--- config.mk ---
export PLATFORM = sky130hd
export DESIGN_NAME = modbus_rtu_response_checker_unit
export DESIGN_NICKNAME = d
export VERILOG_FILES = /design/src/hdl/mbrc_pkg.sv /design/src/hdl/modbus_rtu_response_checker_unit.sv
export SDC_FILE = /design/constraint.sdc
export NUM_CORES = 1
export LEC_CHECK = 0
export BUFFER_PORTS_ARGS = -buffer_cell sky130_fd_sc_hd__buf_2
export CAP_MARGIN = 10
export CORE_MARGIN = 2
export CORE_UTILIZATION = 60
export DETAILED_ROUTE_END_ITERATION = 12
export PLACE_DENSITY_LB_ADDON = 0.15
export SYNTH_ARGS = -nofsm -noshare
export SYNTH_HDL_FRONTEND = slang
export SYNTH_SLANG_ARGS = --single-unit
--- constraint.sdc ---
create_clock -name i_clk -period 4.3 [get_ports i_clk]
set_input_delay 0.645 -clock i_clk [delete_from_list [all_inputs] [get_ports i_clk]]
set_output_delay 0.645 -clock i_clk [all_outputs]
set_load 0.01 [all_outputs]
--- src/hdl/mbrc_pkg.sv ---
package mbrc_pkg;

    typedef struct packed {
        logic [7:0] rx_byte;
        logic       last_byte;
    } t_in_word;

    typedef struct packed {
        logic [3:0] verdict;
        logic [7:0] exception_code;
    } t_out_word;

    typedef logic [3:0] t_verdict;

    localparam t_verdict V_READ_OK   = 4'd0;
    localparam t_verdict V_WRITE_OK  = 4'd1;
    localparam t_verdict V_CRC       = 4'd2;
    localparam t_verdict V_STATION   = 4'd3;
    localparam t_verdict V_FUNCTION  = 4'd4;
    localparam t_verdict V_COUNT     = 4'd5;
    localparam t_verdict V_LENGTH    = 4'd6;
    localparam t_verdict V_ECHO      = 4'd7;
    localparam t_verdict V_EXCEPTION = 4'd8;

    localparam logic [1:0] REG_STATION    = 2'd0;
    localparam logic [1:0] REG_FUNCTION   = 2'd1;
    localparam logic [1:0] REG_START_ADDR = 2'd2;
    localparam logic [1:0] REG_QUANTITY   = 2'd3;

    localparam logic [7:0] FC_READ_COILS = 8'd1;
    localparam logic [7:0] FC_READ_REGS  = 8'd3;
    localparam logic [7:0] FC_WRITE_COILS = 8'd15;
    localparam logic [7:0] FC_WRITE_REGS  = 8'd16;

    localparam logic [15:0] CRC_INIT = 16'hFFFF;
    localparam logic [15:0] CRC_POLY = 16'hA001;

    localparam int HDR_DEPTH = 6;

    // Reflected CRC-16/MODBUS, one byte: eight shift steps.
    function automatic logic [15:0] crc16_byte(input logic [15:0] crc_in,
                                               input logic [7:0]  data);
        logic [15:0] c;
        c = crc_in ^ {8'h00, data};
        for (int k = 0; k < 8; k++) begin
            if (c[0]) begin
                c = (c >> 1) ^ CRC_POLY;
            end else begin
                c = c >> 1;
            end
        end
        return c;
    endfunction

endpackage

--- src/hdl/modbus_rtu_response_checker_unit.sv ---
// Modbus RTU response checker.
// Input channel: one received response byte per word (rx_byte) with a flag
// on the final byte of the frame (last_byte). Output channel: one verdict
// word per frame, carrying the verdict code and, for an exception response,
// the exception code (zero otherwise).
// The request (station, function, start address, quantity) is held in four
// APB registers at byte addresses 0, 4, 8 and 12; write them only while no
// frame is in flight. pready is tied high.
// Throughput: one byte per cycle while input ready is high. The CRC step, the
// header capture and the whole verdict decision sit between the frame state
// registers and the output register.
// The verdict word is registered into the main output slot, or into the skid
// slot when the main slot is stalled.
// Stall: the output side has a main register plus a skid register, so bytes
// keep flowing while one verdict waits; input ready drops only when both
// hold an untaken verdict.
// Reset: registers return to station 1, function 3, address 0, quantity 1;
// the running CRC returns to its initial value; byte count and both output slots are cleared.
module modbus_rtu_response_checker_unit
    import mbrc_pkg::*;
#(
    parameter int MAX_FRAME = 256
) (
    input  logic        i_clk,
    input  logic        i_rst_n,
    // byte input
    input  logic        i_in_valid,
    output logic        o_in_ready,
    input  t_in_word    i_in_data,
    // verdict output
    output logic        o_out_valid,
    input  logic        i_out_ready,
    output t_out_word   o_out_data,
    // configuration
    input  logic        psel,
    input  logic        penable,
    input  logic        pwrite,
    input  logic [3:0]  paddr,
    input  logic [31:0] pwdata,
    output logic [31:0] prdata,
    output logic        pready
);

    // byte count saturates at MAX_FRAME + 1
    localparam int PW = $clog2(MAX_FRAME + 2);
    localparam int CW = (PW > 9) ? PW : 9;

    // configuration registers
    logic [7:0]  r_req_station;
    logic [7:0]  r_req_function;
    logic [15:0] r_req_start_addr;
    logic [15:0] r_req_quantity;

    // frame state
    logic [15:0] r_crc;
    logic [15:0] r_crc_prev;     // CRC before the latest byte
    logic [7:0]  r_prev_byte;    // latest byte
    logic [PW-1:0] r_pos;
    logic [7:0]  r_hdr [HDR_DEPTH];

    // output slots
    logic        r_out_valid;
    t_out_word   r_out;
    logic        r_skid_valid;
    t_out_word   r_skid;

    logic        in_fire;
    logic        cfg_write;
    logic [PW-1:0] n_pos;
    logic [7:0]  n_hdr [HDR_DEPTH];
    logic [CW-1:0] len_w;
    logic [CW-1:0] b2_plus5;
    logic [16:0] want_count;
    logic        crc_ok;
    logic        exc_match;
    t_out_word   n_result;

    assign pready     = 1'b1;
    assign cfg_write  = psel & penable & pwrite;
    assign o_in_ready = ~r_skid_valid;
    assign in_fire    = i_in_valid & o_in_ready;

    // ---------------- configuration ----------------
    always_ff @(posedge i_clk) begin
        if (!i_rst_n) begin
            r_req_station    <= 8'd1;
            r_req_function   <= 8'd3;
            r_req_start_addr <= 16'd0;
            r_req_quantity   <= 16'd1;
        end else if (cfg_write) begin
            case (paddr[3:2])
                REG_STATION:    r_req_station    <= pwdata[7:0];
                REG_FUNCTION:   r_req_function   <= pwdata[7:0];
                REG_START_ADDR: r_req_start_addr <= pwdata[15:0];
                REG_QUANTITY:   r_req_quantity   <= pwdata[15:0];
                default: ;
            endcase
        end
    end

    always_comb begin
        case (paddr[3:2])
            REG_STATION:    prdata = {24'd0, r_req_station};
            REG_FUNCTION:   prdata = {24'd0, r_req_function};
            REG_START_ADDR: prdata = {16'd0, r_req_start_addr};
            REG_QUANTITY:   prdata = {16'd0, r_req_quantity};
            default:        prdata = 32'd0;
        endcase
    end

    // ---------------- per-byte next state ----------------
    always_comb begin
        n_pos = (r_pos <= PW'(MAX_FRAME)) ? r_pos + PW'(1) : r_pos;
        for (int i = 0; i < HDR_DEPTH; i++) begin
            n_hdr[i] = r_hdr[i];
            if (r_pos == PW'(i)) begin
                n_hdr[i] = i_in_data.rx_byte;
            end
        end
    end

    // ---------------- verdict decision ----------------
    always_comb begin
        len_w      = CW'(n_pos);
        b2_plus5   = CW'(n_hdr[2]) + CW'(5);
        // CRC over all but the last two bytes sits in r_crc_prev
        crc_ok     = (r_crc_prev[7:0] == r_prev_byte) &&
                     (r_crc_prev[15:8] == i_in_data.rx_byte);
        exc_match  = n_hdr[1][7] && !r_req_function[7] &&
                     (n_hdr[1][6:0] == r_req_function[6:0]);
        if (n_hdr[1] == FC_READ_COILS) begin
            want_count = {3'd0, 14'((17'(r_req_quantity) + 17'd7) >> 3)};
        end else begin
            want_count = {r_req_quantity, 1'b0};
        end

        n_result.exception_code = 8'd0;
        if (len_w < CW'(4) || len_w > CW'(MAX_FRAME)) begin
            n_result.verdict = V_LENGTH;
        end else if (!crc_ok) begin
            n_result.verdict = V_CRC;
        end else if (n_hdr[0] != r_req_station) begin
            n_result.verdict = V_STATION;
        end else if (n_hdr[1] != r_req_function) begin
            if (exc_match) begin
                n_result.verdict        = V_EXCEPTION;
                n_result.exception_code = n_hdr[2];
            end else begin
                n_result.verdict = V_FUNCTION;
            end
        end else if ((n_hdr[1] == FC_READ_COILS || n_hdr[1] == FC_READ_REGS) &&
                     (b2_plus5 == len_w)) begin
            n_result.verdict = (want_count == {9'd0, n_hdr[2]}) ? V_READ_OK : V_COUNT;
        end else if ((n_hdr[1] == FC_WRITE_COILS || n_hdr[1] == FC_WRITE_REGS) &&
                     (len_w == CW'(8))) begin
            if ({n_hdr[2], n_hdr[3]} == r_req_start_addr &&
                {n_hdr[4], n_hdr[5]} == r_req_quantity) begin
                n_result.verdict = V_WRITE_OK;
            end else begin
                n_result.verdict = V_ECHO;
            end
        end else begin
            n_result.verdict = V_LENGTH;
        end
    end

    // ---------------- frame state ----------------
    always_ff @(posedge i_clk) begin
        if (!i_rst_n) begin
            r_crc       <= CRC_INIT;
            r_crc_prev  <= CRC_INIT;
            r_prev_byte <= 8'd0;
            r_pos       <= '0;
        end else if (in_fire) begin
            if (i_in_data.last_byte) begin
                // drop the frame state, ready for the next response
                r_crc       <= CRC_INIT;
                r_crc_prev  <= CRC_INIT;
                r_prev_byte <= 8'd0;
                r_pos       <= '0;
            end else begin
                r_crc       <= crc16_byte(r_crc, i_in_data.rx_byte);
                r_crc_prev  <= r_crc;
                r_prev_byte <= i_in_data.rx_byte;
                r_pos       <= n_pos;
            end
        end
    end

    // header bytes need no reset: only positions of the current frame are read
    always_ff @(posedge i_clk) begin
        if (in_fire) begin
            for (int i = 0; i < HDR_DEPTH; i++) begin
                r_hdr[i] <= n_hdr[i];
            end
        end
    end

    // ---------------- output register with skid ----------------
    always_ff @(posedge i_clk) begin
        if (!i_rst_n) begin
            r_out_valid  <= 1'b0;
            r_skid_valid <= 1'b0;
        end else begin
            if (!r_out_valid || i_out_ready) begin
                // main slot free or emptying: advance skid first, else new word
                if (r_skid_valid) begin
                    r_out_valid  <= 1'b1;
                    r_skid_valid <= 1'b0;
                end else begin
                    r_out_valid <= in_fire & i_in_data.last_byte;
                end
            end else if (in_fire && i_in_data.last_byte) begin
                // main slot stalled: hold the new word in the skid slot
                r_skid_valid <= 1'b1;
            end
        end
    end

    always_ff @(posedge i_clk) begin
        if (!r_out_valid || i_out_ready) begin
            if (r_skid_valid) begin
                r_out <= r_skid;
            end else if (in_fire && i_in_data.last_byte) begin
                r_out <= n_result;
            end
        end else if (in_fire && i_in_data.last_byte) begin
            r_skid <= n_result;
        end
    end

    assign o_out_valid = r_out_valid;
    assign o_out_data  = r_out;

endmodule

* After elaboration in Yosys (flattened, before gate mapping)
Memories as Yosys holds them, arrays and structs flattened. Cells that the tools add are included.
Word-level totals: flip-flop bits (word level) 123, latch bits 0, bits in writable memories 48, ROM bits 0, input port bits 52, output and inout port bits 47, word-level logic and storage cells 143, memories kept 1
Operators by class: $add $sub $neg 3, multipliers 0, div/mod/pow operators 0, $lt $le $gt $ge 3, eq/ne operators 22, shift-type cells 0, muxes and demuxes 61, bitwise operators 16, reduce and logical (&&, ||, !) cells 23
Memories:
- r_hdr | depth 6, bits a word 8, read ports 6, clocked after Yosys merged registers in 0, write ports 6, line modbus_rtu_response_checker_unit.sv:59 | logic [7:0] r_hdr [HDR_DEPTH];
Operator list (count):
- $mux 16 | 31
- $pmux 32 s4 | 1
- $mux 8 | 12
- $eq 16x16->1 | 2
- $mux 12 | 2
- $mux 4 | 6
- $not 2->3 | 8
- $eq 9x2->1 const B | 2
- $eq 9x3->1 const B | 2
- $mux 9 | 2
- $add 16x3->17 const B | 1
- $eq 17x8->1 | 1
- $mux 17 | 1
- $eq 8x8->1 | 2
- $ne 8x8->1 | 2
- $xor 16x8->16 | 1
- $reduce_and 2->1 | 6
- $add 8x3->9 const B | 1
- $add 9x1->9 const B | 1
- $eq 9x1->1 const B | 1
- $eq 9x4->1 const B | 1
- $eq 9x9->1 | 1
- $gt 9x9->1 const B | 1
- $le 9x9->1 const B | 1
- other kinds (19) | 39

* Logic depth before layout (Yosys ltp)
word-level depth 39, mapped depth 17, depth with buffers taken out 16

* Least setup slack after synthesis
No wires, ideal clock.
path type register -> register, from register r_pos[0], to register r_out, in the netlist o_out_data[10], data pin, data arrival time 3.647 ns, data required time 4.040 ns, setup slack 0.394 ns, stages on the path, launching flop included 18, clock period less this slack 3.906 ns, cell sequence dfxtp_1 -> inv_1 -> ha_1 -> or4b_1 -> clkbuf_1 -> nor3_1 -> a21oi_1 -> inv_1 -> ha_1 -> o21ai_0 -> xor2_1 -> mux2i_1 -> xnor2_1 -> nand3_1 -> a2111oi_4 -> o2111ai_1 -> o21a_1 -> mux2_2
RTL lines:
- start: declaration | line modbus_rtu_response_checker_unit.sv:58 | logic [PW-1:0] r_pos;
- start signal: assignment | line modbus_rtu_response_checker_unit.sv:185 | r_pos <= n_pos;
- end signal: assignment | line modbus_rtu_response_checker_unit.sv:223 | r_out <= r_skid;
- end signal: assignment | line modbus_rtu_response_checker_unit.sv:225 | r_out <= n_result;
- end: declaration | line modbus_rtu_response_checker_unit.sv:63 | t_out_word r_out;

* Worst setup path after layout
from register r_pos[1], to register r_out, in the netlist o_out_data[3], data pin
On the way: cells in the longest elaborated chain, start to end 11, elaborated cells between the ends (all ways) 24, classes of those cells 1 x add/sub; 3 x order compare; 5 x eq/ne; 11 x mux; 4 x reduce/logical
Ends and longest elaborated chain:
- parallel branches: the longest is 8 deep, another holds $add 9x1->9
- $mux 8 * | line modbus_rtu_response_checker_unit.sv:138 | if (len_w < CW'(4) || len_w > CW'(MAX_FRAME)) begin
- $mux 12 * | line modbus_rtu_response_checker_unit.sv:224 | end else if (in_fire && i_in_data.last_byte) begin
- $mux 12 * | line modbus_rtu_response_checker_unit.sv:222 | if (r_skid_valid) begin
Every way passes the cells marked *. The select of a mux whose other input is x is not followed. A chain may end at the register's enable or synchronous reset.

==> impl_metrics.yaml <==
cells_and_area:
  synthToLayoutAreaGrowth_pct: 10.60
  layout_commonest_cell: "nand2_1"
  fin_util_pct: 67.39
  final_cell_mix: "174 x nand2_1, 94 x dfxtp_1, 72 x edfxtp_1"
  final_nets: 1208
  antenna_cells: 0
  fillCellCount: 1356
  drive_gt1_share_pct: 15.68
  final_area_um2: 11100
  final_cells: 1381
synth:
  synth_ff_type: "dfxtp_1"
  synth_area_um2: 10030
  synth.avg_cell_area_um2: 9.104
  syn_inst: 1102
  ys_seq_area_share_pct: 40.31
  yosysUniqueCellTypes: 87
  yosysWarnings: 0
  synthArstFlopShare_pct: 0
  ys_ff_latch: 166
  synth_edf_count: 72
grt:
  grt_overflow: 0
  grt_pass1_wl_um: 44660
  grt_antenna_before_repair: 0
  gr-usage-all-layers_pct: 32.52
  grt_max_degree: 76
  grt_pass1_vias: 7986
detailed_routing:
  routed-via-count: 8612
  dr.pass1.iters: 5
  wl_um: 28710
  vias_per_cell: 6.236
  detail-route-antenna-nets: 0
  first_iter_violations: 865
  drc: 0
  wire_per_inst_um: 20.79
worst_setup_path:
  cpMostUsedCell: "o21ai_0"
  crit_chain: "ha_1 > nand3b_1 > o21ai_0 > nand4_1 > nor4_1 > nand3_1 > o21ai_0 > and3_1 > nand4b_4 > o31ai_1"
  endpoint_kind: "flop"
  crit_fanout: 10
  crit_type: "flop to flop"
  cp_slowest_cell: "o31ai_1"
  cp_top_family: "simple AND/OR/NAND/NOR gates"
  worst_ep_required_time_ns: 4.45
  critPathMaxStageDelay_ns: 0.56
  start_kind: "flop"
  path_buf_inv: 0
  critPathArrivalTime_ns: 4.21
outcome:
  status: "finished clean"
floorplanning:
  fp.dieH_um: 133.3
  io_pins: 99
  rows: 47
  start_util_pct: 60.93
  core_area_um2: 16470
  dieArea_um2: 17770
  die_w_um: 133.3
min_path:
  hp-class: "primary input to flop"
clocking:
  cts.sinks: 166
  cts_max_level: 4
  tritoncts: "built"
  clk_pin_slew_worst_paths_ns: 0.07
  clkLatencyLatePin_ns: 0.43
  cts_buffers: 17
  clk_path_buf_depth: 2
  cts-root-buf: "clkbuf_16"
  postCtsSetupRepairBufs: 0
timing:
  setup_viol: 0
  post-route-worst-setup-slack_ns: 0.2436
  slew_viol_final: 0
  hold_viol_final: 0
  fmax_mhz: 246.5
  finalCritPeriodShare_pct: 94.33
  fin_worst_skew_ns: 0.01035
  rsz0062_at_grt: "no"
  fin_tns_setup_ns: 0
  fin_crit_ns: 4.056
  worst_pin_slew_ns: 1.258
  slew_headroom_pct: 15.84
pwr:
  ir_drop_v: 0.0003167
  p_leak_nw: 4.244
  p_per_area_nw_per_um2: 340.8
place:
  hpwl_um: 20250
  dp.cells: 1349
  gp_congestion: 1.012
  placed_area_um2: 10530
  portBuffers: 63
  dp_slack_ns: 0.2742
run:
  cap_violations: 0
## sequential cells by signal, indices dropped and copies added (netlist names)
| name | cells |
|---|---|
| o_out_valid | 1 |
| r_req_start_addr | 16 |
| r_req_quantity | 16 |
| r_skid | 12 |
| r_hdr | 48 |
| o_out_data | 12 |
| r_skid_valid | 1 |
| r_crc | 16 |
| r_pos | 9 |
| r_req_function | 8 |
| r_prev_byte | 8 |
| r_crc_prev | 11 |
| r_req_station | 8 |
## kinds of logic (layout without fill, tap and decap cells)
family                   count (synthesis)  in the layout  synth area share, %
buffers and inverters                  128            172                5.737
XOR/XNOR                                77             77                6.860
AO/OA/AOI/OAI                          212            212                14.54
other                                    2             17              0.07486
flip-flops                             166            166                40.31
AND/OR/NAND/NOR                        448            448                24.03
multiplexers                            61             61                7.446
adder cells (fa/ha/maj)                  8              8               0.9978
## worst min-delay path, stage by stage
cell and delay (ns):
buf_2 0.10, nand2_1 0.04, a21boi_0 0.06
## power by group
| part | leakage (nW) | switching [mW] | internal, mW |
|---|---|---|---|
| sequential | 1.48 | 0.0534 | 1.72 |
| clock | 0.278 | 0.711 | 0.767 |
| combinational | 2.48 | 0.319 | 0.214 |
| total | 4.24 | 1.08 | 2.70 |
## metrics by stage
stage	power [mW]	hold WS (ns)
2_1_floorplan	2.179	0.4404
3_3_place_gp	2.317	0.4554
3_5_place_dp	2.328	0.4640
4_1_cts	3.785	0.4553
5_1_grt	3.903	0.4789
6_report	3.781	0.4650
## Yosys cell counts (all sizes together), types with 4 or more instances
library cell  number  area share (%)
a21boi            49             3.7
a21oi             29             1.4
a22oi              6            0.45
and3              19             1.2
and3b              8            0.70
buf               32             2.1
clkbuf            55             2.1
dfxtp             94              19
edfxtp            72              22
ha                 8             1.0
inv               40             1.5
mux2              16             1.8
mux2i             37             3.8
mux4               8             1.8
nand2            175             6.6
nand2b             6            0.37
nand3             54             2.8
nand3b             6            0.45
nand4             14            0.87
nand4b             6            0.67
nor2              35             1.4
nor2b             46             2.9
nor3              19             1.0
nor4              18             1.3
nor4b              7             1.0
o2111ai            4            0.35
o211ai            14             1.0
o21ai             50             2.5
o22ai             12            0.75
o31ai              9            0.67
or3               10            0.62
or4               10            0.82
or4b               4            0.40
xnor2             51             4.5
xor2              25             2.2
## repair_timing
action / in CTS / in global routing
gates resized for setup: 0 / 1
hold endpoints to repair: 0 / 0
hold buffers: 0 / 0
setup endpoints to repair: 0 / 3
## layer usage
metal,GRT usage (%),wire [µm]
met1,44.71,12280
met5,0,0
met2,51.40,13210
met3,6.963,2515
met4,10.87,702
## cell type report
cell class                 instances  area, µm²  area share (%)
clock buffer                      17      425.4           3.834
clock inverter                    15      133.9           1.207
inverter                          41      153.9           1.387
multi-input combinational        823       5478           49.37
sequential                       166       4044           36.45
tap                              220      275.3           2.481
timing repair buffer              99      585.6           5.277
## worst paths after layout
path	from	end	slack [ns]	depth (start not counted)
hold / removal	pwdata[12]	r_req_quantity[12]	0.46	3
setup / recovery	r_pos[1]	o_out_data[3]	0.24	10
setup reg to reg	r_pos[1]	o_out_data[3]	0.24	10
hold reg to reg	r_prev_byte[3]	r_prev_byte[3]	0.48	2
Note: power is estimated with default switching activity, not from simulation.
